**src/hw/rtl/uda_pkg.sv**
```systemverilog
// shared types and constants for the uint4 dot product accumulator
`default_nettype none

package uda_pkg;

    // register byte addresses on the configuration port
    localparam logic [2:0] ADDR_CENTERED_MODE = 3'd0;
    localparam logic [2:0] ADDR_ZERO_POINT    = 3'd4;

    // register reset values
    localparam logic [3:0] ZERO_POINT_RESET = 4'd8;
    localparam logic [7:0] ZP_SQUARE_RESET  = 8'd64;

    // fixed field widths
    localparam int unsigned NIBBLE_W = 4;
    localparam int unsigned PROD_W   = 8;
    localparam int unsigned PSUM_W   = 24;
    localparam int unsigned OPSUM_W  = 20;
    localparam int unsigned COUNT_W  = 17;
    localparam int unsigned RESULT_W = 25;

    // one input beat
    typedef struct packed {
        logic [63:0] a_nibbles;
        logic [63:0] b_nibbles;
        logic [4:0]  valid_lanes;
        logic        last_group;
    } t_in_beat;

    // one result beat
    typedef struct packed {
        logic signed [RESULT_W-1:0] dot_result;
        logic [COUNT_W-1:0]         element_total;
        logic                       overflow;
    } t_out_beat;

    // what one lane hands to the merge stage
    typedef struct packed {
        logic [PROD_W-1:0]   prod;
        logic [NIBBLE_W-1:0] a_val;
        logic [NIBBLE_W-1:0] b_val;
    } t_lane_out;

endpackage

`default_nettype wire

```
**src/hw/rtl/uda_lane.sv**
```systemverilog
// one multiply lane: 4x4 product of an operand pair, zeroed when the lane is unused
`default_nettype none

module uda_lane (
    input  wire logic [3:0]         i_a,
    input  wire logic [3:0]         i_b,
    input  wire logic               i_lane_en,
    output uda_pkg::t_lane_out      o_lane
);

    // product and masked operands
    always_comb begin
        o_lane = '0;
        if (i_lane_en) begin
            o_lane.prod  = {4'b0, i_a} * {4'b0, i_b};
            o_lane.a_val = i_a;
            o_lane.b_val = i_b;
        end
    end

endmodule

`default_nettype wire

```
**src/hw/rtl/uda_merge.sv**
```systemverilog
// merge stage: adds the lane products and operands of one beat into registered group sums
`default_nettype none

module uda_merge #(
    parameter int unsigned LANES = 16
) (
    input  wire logic                                  i_clk,
    input  wire logic                                  i_rst_n,
    input  wire logic                                  i_en,
    input  wire logic                                  i_valid,
    input  wire uda_pkg::t_lane_out [LANES-1:0]        i_lanes,
    input  wire logic [$clog2(LANES+1)-1:0]            i_count,
    input  wire logic                                  i_last,
    output logic                                       o_valid,
    output logic [uda_pkg::PROD_W+$clog2(LANES)-1:0]   o_psum,
    output logic [uda_pkg::NIBBLE_W+$clog2(LANES)-1:0] o_asum,
    output logic [uda_pkg::NIBBLE_W+$clog2(LANES)-1:0] o_bsum,
    output logic [$clog2(LANES+1)-1:0]                 o_count,
    output logic                                       o_last
);

    localparam int unsigned PS_W = uda_pkg::PROD_W + $clog2(LANES);
    localparam int unsigned OS_W = uda_pkg::NIBBLE_W + $clog2(LANES);

    logic [PS_W-1:0] n_psum;
    logic [OS_W-1:0] n_asum;
    logic [OS_W-1:0] n_bsum;
    logic            r_valid;

    // sum across lanes
    always_comb begin
        n_psum = '0;
        n_asum = '0;
        n_bsum = '0;
        for (int i = 0; i < LANES; i++) begin
            n_psum = n_psum + PS_W'(i_lanes[i].prod);
            n_asum = n_asum + OS_W'(i_lanes[i].a_val);
            n_bsum = n_bsum + OS_W'(i_lanes[i].b_val);
        end
    end

    // stage valid
    always_ff @(posedge i_clk) begin
        if (!i_rst_n) begin
            r_valid <= 1'b0;
        end else if (i_en) begin
            r_valid <= i_valid;
        end
    end

    // group sums
    always_ff @(posedge i_clk) begin
        if (i_en) begin
            o_psum  <= n_psum;
            o_asum  <= n_asum;
            o_bsum  <= n_bsum;
            o_count <= i_count;
            o_last  <= i_last;
        end
    end

    assign o_valid = r_valid;

endmodule

`default_nettype wire

```
**src/hw/rtl/uint4_dot_product_accumulator_core.sv**
```systemverilog
// top level of the uint4 dot product accumulator
//
// Input beats (i_valid, o_stall, i_in) carry up to LANES pairs of unsigned
// nibbles plus a lane count and a last mark. A beat is taken at a rising edge
// with i_valid high and o_stall low; one beat can be taken every cycle.
// LANES multiply lanes feed a registered merge tree, then a running
// accumulator adds the group sums of product, A, B and element count.
// A beat marked last closes the dot product: its totals go through a
// correction stage (three products against the zero point, then one add)
// and a result beat appears on (o_valid, i_stall, o_out) after the merge,
// snapshot, correction and result registers. The accumulator clears as the
// snapshot is taken, so the next dot product may start in the following cycle.
// A group that would take the count above MAX_LEN is dropped and sets the
// overflow bit of the result.
// While a result waits with i_stall high the whole pipeline holds and
// o_stall is raised; nothing is lost or repeated.
// Synchronous active-low reset empties the pipeline, clears the
// accumulators, sets centered_mode to 0 and zero_point to 8.
// APB registers: centered_mode at 0x0, zero_point at 0x4; pready is always high.
`default_nettype none

module uint4_dot_product_accumulator_core #(
    parameter int unsigned LANES   = 16,
    parameter int unsigned MAX_LEN = 65536
) (
    input  wire logic               i_clk,
    input  wire logic               i_rst_n,
    // input channel
    input  wire logic               i_valid,
    output logic                    o_stall,
    input  wire uda_pkg::t_in_beat  i_in,
    // result channel
    output logic                    o_valid,
    input  wire logic               i_stall,
    output uda_pkg::t_out_beat      o_out,
    // configuration port
    input  wire logic               psel,
    input  wire logic               penable,
    input  wire logic               pwrite,
    input  wire logic [2:0]         paddr,
    input  wire logic [31:0]        pwdata,
    output logic [31:0]             prdata,
    output logic                    pready
);

    localparam int unsigned CNT_W = $clog2(LANES + 1);
    localparam int unsigned PS_W  = uda_pkg::PROD_W + $clog2(LANES);
    localparam int unsigned OS_W  = uda_pkg::NIBBLE_W + $clog2(LANES);
    localparam int unsigned ACC_W = uda_pkg::PSUM_W;
    localparam int unsigned OPS_W = uda_pkg::OPSUM_W;
    localparam int unsigned CW    = uda_pkg::COUNT_W;
    localparam int unsigned RW    = uda_pkg::RESULT_W;

    // ---------------------------------------------------------------
    // configuration registers
    // ---------------------------------------------------------------
    logic       r_centered;
    logic [3:0] r_zp;
    logic [7:0] r_zp_sq;
    logic       cfg_wr;

    assign cfg_wr = psel && penable && pwrite;
    assign pready = 1'b1;

    // register writes, zero point square kept alongside
    always_ff @(posedge i_clk) begin
        if (!i_rst_n) begin
            r_centered <= 1'b0;
            r_zp       <= uda_pkg::ZERO_POINT_RESET;
            r_zp_sq    <= uda_pkg::ZP_SQUARE_RESET;
        end else if (cfg_wr) begin
            case (paddr)
                uda_pkg::ADDR_CENTERED_MODE: begin
                    r_centered <= pwdata[0];
                end
                uda_pkg::ADDR_ZERO_POINT: begin
                    r_zp    <= pwdata[3:0];
                    r_zp_sq <= {4'b0, pwdata[3:0]} * {4'b0, pwdata[3:0]};
                end
                default: begin
                end
            endcase
        end
    end

    // register readback
    always_comb begin
        case (paddr)
            uda_pkg::ADDR_CENTERED_MODE: prdata = {31'b0, r_centered};
            uda_pkg::ADDR_ZERO_POINT:    prdata = {28'b0, r_zp};
            default:                     prdata = '0;
        endcase
    end

    // ---------------------------------------------------------------
    // pipeline advance: everything holds while a result is stalled
    // ---------------------------------------------------------------
    logic r_out_valid;
    logic en;

    assign en      = !(r_out_valid && i_stall);
    assign o_stall = !en;

    // ---------------------------------------------------------------
    // lanes
    // ---------------------------------------------------------------
    uda_pkg::t_lane_out [LANES-1:0] lane_out;
    logic [CNT_W-1:0]               in_count;

    // lane count saturated to the lane number
    assign in_count = (i_in.valid_lanes > 5'(LANES)) ? CNT_W'(LANES)
                                                     : i_in.valid_lanes[CNT_W-1:0];

    for (genvar g = 0; g < LANES; g++) begin : g_lane
        uda_lane u_lane (
            .i_a       (i_in.a_nibbles[4*g +: 4]),
            .i_b       (i_in.b_nibbles[4*g +: 4]),
            .i_lane_en (5'(g) < i_in.valid_lanes),
            .o_lane    (lane_out[g])
        );
    end

    // ---------------------------------------------------------------
    // merge stage
    // ---------------------------------------------------------------
    logic             s1_valid;
    logic [PS_W-1:0]  s1_psum;
    logic [OS_W-1:0]  s1_asum;
    logic [OS_W-1:0]  s1_bsum;
    logic [CNT_W-1:0] s1_count;
    logic             s1_last;

    uda_merge #(
        .LANES (LANES)
    ) u_merge (
        .i_clk   (i_clk),
        .i_rst_n (i_rst_n),
        .i_en    (en),
        .i_valid (i_valid),
        .i_lanes (lane_out),
        .i_count (in_count),
        .i_last  (i_in.last_group),
        .o_valid (s1_valid),
        .o_psum  (s1_psum),
        .o_asum  (s1_asum),
        .o_bsum  (s1_bsum),
        .o_count (s1_count),
        .o_last  (s1_last)
    );

    // ---------------------------------------------------------------
    // running accumulator
    // ---------------------------------------------------------------
    logic [ACC_W-1:0] r_product_sum, n_product_sum;
    logic [OPS_W-1:0] r_a_total, n_a_total;
    logic [OPS_W-1:0] r_b_total, n_b_total;
    logic [CW-1:0]    r_pair_count, n_pair_count;
    logic             r_overflow, n_overflow;
    logic             grp_over;
    logic             s1_fire;

    assign s1_fire  = s1_valid && en;
    assign grp_over = ({1'b0, r_pair_count} + (CW+1)'(s1_count)) > (CW+1)'(MAX_LEN);

    // totals including the current group, unless it is refused
    always_comb begin
        n_product_sum = r_product_sum;
        n_a_total     = r_a_total;
        n_b_total     = r_b_total;
        n_pair_count  = r_pair_count;
        n_overflow    = r_overflow;
        if (grp_over) begin
            n_overflow = 1'b1;
        end else begin
            n_product_sum = r_product_sum + ACC_W'(s1_psum);
            n_a_total     = r_a_total + OPS_W'(s1_asum);
            n_b_total     = r_b_total + OPS_W'(s1_bsum);
            n_pair_count  = r_pair_count + CW'(s1_count);
        end
    end

    // accumulate, clear on the last group
    always_ff @(posedge i_clk) begin
        if (!i_rst_n) begin
            r_product_sum <= '0;
            r_a_total     <= '0;
            r_b_total     <= '0;
            r_pair_count  <= '0;
            r_overflow    <= 1'b0;
        end else if (s1_fire) begin
            if (s1_last) begin
                r_product_sum <= '0;
                r_a_total     <= '0;
                r_b_total     <= '0;
                r_pair_count  <= '0;
                r_overflow    <= 1'b0;
            end else begin
                r_product_sum <= n_product_sum;
                r_a_total     <= n_a_total;
                r_b_total     <= n_b_total;
                r_pair_count  <= n_pair_count;
                r_overflow    <= n_overflow;
            end
        end
    end

    // ---------------------------------------------------------------
    // snapshot of the finished totals
    // ---------------------------------------------------------------
    logic             r_s2_valid;
    logic [ACC_W-1:0] r_s2_psum;
    logic [OPS_W-1:0] r_s2_a;
    logic [OPS_W-1:0] r_s2_b;
    logic [CW-1:0]    r_s2_count;
    logic             r_s2_over;

    always_ff @(posedge i_clk) begin
        if (!i_rst_n) begin
            r_s2_valid <= 1'b0;
        end else if (en) begin
            r_s2_valid <= s1_valid && s1_last;
        end
    end

    always_ff @(posedge i_clk) begin
        if (en) begin
            r_s2_psum  <= n_product_sum;
            r_s2_a     <= n_a_total;
            r_s2_b     <= n_b_total;
            r_s2_count <= n_pair_count;
            r_s2_over  <= n_overflow;
        end
    end

    // ---------------------------------------------------------------
    // zero point correction products
    // ---------------------------------------------------------------
    logic          r_s3_valid;
    logic [RW-1:0] r_s3_psum;
    logic [RW-1:0] r_s3_pa;
    logic [RW-1:0] r_s3_pb;
    logic [RW-1:0] r_s3_pc;
    logic [CW-1:0] r_s3_count;
    logic          r_s3_over;

    always_ff @(posedge i_clk) begin
        if (!i_rst_n) begin
            r_s3_valid <= 1'b0;
        end else if (en) begin
            r_s3_valid <= r_s2_valid;
        end
    end

    always_ff @(posedge i_clk) begin
        if (en) begin
            r_s3_psum  <= RW'(r_s2_psum);
            r_s3_pa    <= {(RW-4)'(0), r_zp} * {(RW-OPS_W)'(0), r_s2_a};
            r_s3_pb    <= {(RW-4)'(0), r_zp} * {(RW-OPS_W)'(0), r_s2_b};
            r_s3_pc    <= {(RW-8)'(0), r_zp_sq} * {(RW-CW)'(0), r_s2_count};
            r_s3_count <= r_s2_count;
            r_s3_over  <= r_s2_over;
        end
    end

    // ---------------------------------------------------------------
    // result register
    // ---------------------------------------------------------------
    logic [RW-1:0] n_result;

    // modular combination, truncated to the result width
    assign n_result = r_centered ? (r_s3_psum - r_s3_pa - r_s3_pb + r_s3_pc) : r_s3_psum;

    always_ff @(posedge i_clk) begin
        if (!i_rst_n) begin
            r_out_valid <= 1'b0;
        end else if (en) begin
            r_out_valid <= r_s3_valid;
        end
    end

    always_ff @(posedge i_clk) begin
        if (en) begin
            o_out.dot_result    <= $signed(n_result);
            o_out.element_total <= r_s3_count;
            o_out.overflow      <= r_s3_over;
        end
    end

    assign o_valid = r_out_valid;

`ifndef SYNTHESIS
    // the count never goes past the length limit
    a_count_bound: assert property (@(posedge i_clk) disable iff (!i_rst_n)
        {1'b0, r_pair_count} <= (CW+1)'(MAX_LEN))
        else $error("pair count above length limit");

    // a closed dot product leaves cleared state behind
    a_clear_on_last: assert property (@(posedge i_clk) disable iff (!i_rst_n)
        (s1_fire && s1_last) |=> (r_pair_count == '0 && !r_overflow && r_product_sum == '0))
        else $error("accumulator not cleared after last group");

    // overflow is only raised by an advancing group
    a_overflow_source: assert property (@(posedge i_clk) disable iff (!i_rst_n)
        $rose(r_overflow) |-> $past(s1_fire && grp_over))
        else $error("overflow set without a refused group");

    // a finished snapshot reaches the output one stage later unless stalled
    a_result_flow: assert property (@(posedge i_clk) disable iff (!i_rst_n)
        (r_s3_valid && en) |=> r_out_valid)
        else $error("result dropped before output register");
`endif

endmodule

`default_nettype wire

```
**config.mk**
```make
export PLATFORM = sky130hd
export DESIGN_NAME = uint4_dot_product_accumulator_core
export DESIGN_NICKNAME = d
export VERILOG_FILES = /design/src/hw/rtl/uda_pkg.sv /design/src/hw/rtl/uda_lane.sv /design/src/hw/rtl/uda_merge.sv /design/src/hw/rtl/uint4_dot_product_accumulator_core.sv
export SDC_FILE = /design/constraint.sdc
export NUM_CORES = 2
export LEC_CHECK = 0
export ABC_CLOCK_PERIOD_IN_PS = 11400
export BUFFER_PORTS_ARGS = -buffer_cell sky130_fd_sc_hd__clkbuf_2
export CAP_MARGIN = 30
export CORE_UTILIZATION = 50
export CTS_CLUSTER_SIZE = 14
export DETAILED_ROUTE_END_ITERATION = 10
export PLACE_DENSITY_LB_ADDON = 0.25
export REMOVE_ABC_BUFFERS = 1
export SLEW_MARGIN = 20
export SYNTH_ARGS = -nofsm -noshare
export SYNTH_HDL_FRONTEND = slang
export SYNTH_SLANG_ARGS = --single-unit
```
**constraint.sdc**
```tcl
create_clock -name i_clk -period 11.4 [get_ports i_clk]
set_input_delay 2.28 -clock i_clk [delete_from_list [all_inputs] [get_ports i_clk]]
set_output_delay 2.28 -clock i_clk [all_outputs]
set_load 0.01 [all_outputs]
```
==> summary.txt <==
STA
  – Relative slew slack: 40.1%
  – Setup TNS: 0 ps
  – Slew @ Worst Pin: 898 ps
  – Final hold violation count: 0
  – Slew Limit Fails: 0
  – Post-route setup slack: 1890 ps
  – Clock skew: 21.7 ps
  – Endpoints failing setup: 0
  – Fin crit period: 9510 ps
  – Max Fclk: 0.105 GHz
  – RSZ-0062 raised after global routing: no
  – Tcrit/Tclk final: 83.4%

Setup path
  – Worst path max stage delay: 710 ps
  – Crit Path Class: in -> reg
  – Worst EP arrival: 9830 ps
  – Worst setup EP type: flop
  – Crit start category: input port
  – CP Data Required Time: 11710 ps
  – Delay-heaviest family, CP: adder cells
  – Cell mode on critical path: fa_1
  – Slowest-stage cell, CP: or3_1
  – Worst-path maximum fanout: 17
  – Worst Path Buf+Inv: 6

Yosys
  – EDFF count, synth: 274
  – Syn_area_per_cell: 9.70 µm²
  – #FFs+latches synth: 371
  – Sequential fraction of the synthesis area: 25.0%
  – Primary FF master, synth: edfxtp_1
  – Synth warn: 0
  – Distinct cells, synth: 77
  – Netlist Area Pre-Place: 40700 µm²
  – Synth Instances: 4194
  – Fraction of registers with async set or reset after synthesis: 0%

Drt
  – Vias per cell: 5.36
  – DR pass1 iterations: 5
  – Drt total wl: 94500 µm
  – Drt first-iter violations: 1574
  – DRC viols: 0
  – Antenna viol nets, final: 0
  – Vias: 29000
  – Wire length per cell: 17.4 µm

Final layout
  – Commonest non-fill, non-tap cell in the layout: inv_1
  – Final #Nets: 5404
  – Antenna Cells: 0
  – Share of layout cells above drive strength 1: 7.57%
  – Most frequent cells in the layout: 576 x inv_1, 550 x nand2_1, 466 x fa_1
  – Fill cell count: 7210
  – Area grow syn2layout: 7.83%

Floorplan
  – Die footprint: 82500 µm²
  – Die Y: 287 µm
  – Placement Rows: 104
  – Core area: 80500 µm²
  – Die W: 287 µm
  – Initial Util: 50.5%
  – # IOs: 254

Clocking
  – Reg clk slew, reported paths: 60 ps
  – Hold buffers post-CTS: 0
  – CTS resizes: 0
  – Clock sinks: 371
  – Clock Tree Root: clkbuf_16
  – CTS tree: done
  – Htree depth: 2
  – Clock Latency Late Sink: 580 ps
  – Total setup buffers inserted after CTS: 0
  – CTS Buffer Depth: 3
  – TritonCTS Buffers: 39

Placed design
  – GPL Wtd Cong: 0.892
  – Number of port buffers: 196
  – Post-DP HPWL: 77000 µm
  – Place WS: 1290 ps

Global routing
  – Largest net degree at the start of global routing: 77
  – Total track usage: 23.6%
  – GRT Residual Overflow: 0
  – First-pass GRT wire length: 154000 µm
  – Vias in the first global route: 29300
  – Initial antenna violation count: 2

Run
  – Max Cap Violations: 0

Pwr
  – P_leak: 21.9 nW
  – PD cells: 294 nW/µm²
  – VDD IR max: 1090 µV

Min path
  – HP Class: reg -> reg

Run status
  – Status: completed
final timing paths:
path	cells past startpoint	end	start	slack (ps)
worst min-delay path	0	o_out[2]	r_s3_count[1]	410
worst max-delay path	29	u_merge.o_psum[11]	i_in[3]	1890
worst min register to register	0	o_out[2]	r_s3_count[1]	410
worst max register to register	15	r_s3_pc[22]	r_zp_sq[7]	5610
synth_stat cells, types with 29 or more instances:
| cell | count | area (µm²) |
|---|---|---|
| and2_1 | 360 | 2250 |
| inv_1 | 577 | 2170 |
| and3_1 | 31 | 194 |
| dfxtp_1 | 97 | 1940 |
| fa_1 | 466 | 9330 |
| nand3_1 | 79 | 395 |
| a21o_1 | 104 | 781 |
| xnor2_1 | 162 | 1420 |
| o211ai_1 | 36 | 270 |
| clkbuf_1 | 104 | 390 |
| buf_4 | 29 | 218 |
| a21oi_1 | 176 | 881 |
| o21bai_1 | 35 | 263 |
| edfxtp_1 | 274 | 8230 |
| nand2_1 | 552 | 2070 |
| xor2_1 | 74 | 648 |
| a31oi_1 | 30 | 188 |
| o21ai_0 | 50 | 250 |
| ha_1 | 432 | 5410 |
| nor2_1 | 160 | 601 |
area by class of cell:
type / instances / area [µm²] / share of cell area (%)
Multi-Input combinational cell: 3117 / 27700 / 63.2
Sequential cell: 371 / 10200 / 23.2
Inverter: 577 / 2170 / 4.94
Tap cell: 1060 / 1330 / 3.02
Timing Repair Buffer: 224 / 1210 / 2.76
Clock buffer: 44 / 1020 / 2.34
Clock inverter: 26 / 241 / 0.550
through the flow:
step	cells	power, mW	util [%]	hold slack, ps	area, µm²
6_report	5419	12.9	54.5	411	43900
5_1_grt	5419	14.4	54.5	413	43900
4_1_cts	5418	13.0	54.4	412	43800
3_5_place_dp	5348	11.7	52.9	405	42600
3_3_place_gp	5347	11.4	52.8	402	42600
2_1_floorplan	4065	9.60	-	400	40000
cell families after synthesis:
group,Yosys count,synth area share [%]
multiplexers,26,0.704
flip-flops,371,25.0
AND/OR/NAND/NOR,1341,16.1
AO/OA/AOI/OAI,585,9.73
adder cells (fa/ha/maj),898,36.2
buffers and inverters,735,7.15
other,2,0.0185
XOR/XNOR,236,5.08
sequential cells by signal, summed over array words and instances, names as in the netlist, 12 cells and up:
register	count
r_s3_psum	24
r_s3_pb	24
r_s2_a	20
r_pair_count	17
r_product_sum	24
o_out	43
r_s2_psum	24
r_s2_count	17
r_s3_pc	25
r_s3_pa	24
r_s3_count	17
r_s2_b	20
u_merge.o_psum	12
r_b_total	20
r_a_total	20
where the power goes:
part           switching, mW  internal, mW
Sequential             0.150          2.19
Clock                  0.564         0.703
Combinational           5.11          4.17
Total                   5.82          7.06
metal layers:
layer | wire (µm) | vias to the layer above | share of wire [%] | GRT usage (%)
met5 | 0 | - | 0 | 0
li1 | - | 14000 | - | -
met3 | 3310 | 164 | 3.5 | 1.63
met4 | 4090 | 0 | 4.3 | 9.89
met1 | 40000 | 14200 | 42 | 29.8
met2 | 47100 | 661 | 50 | 41.6
(Power assumes the default switching activity.)
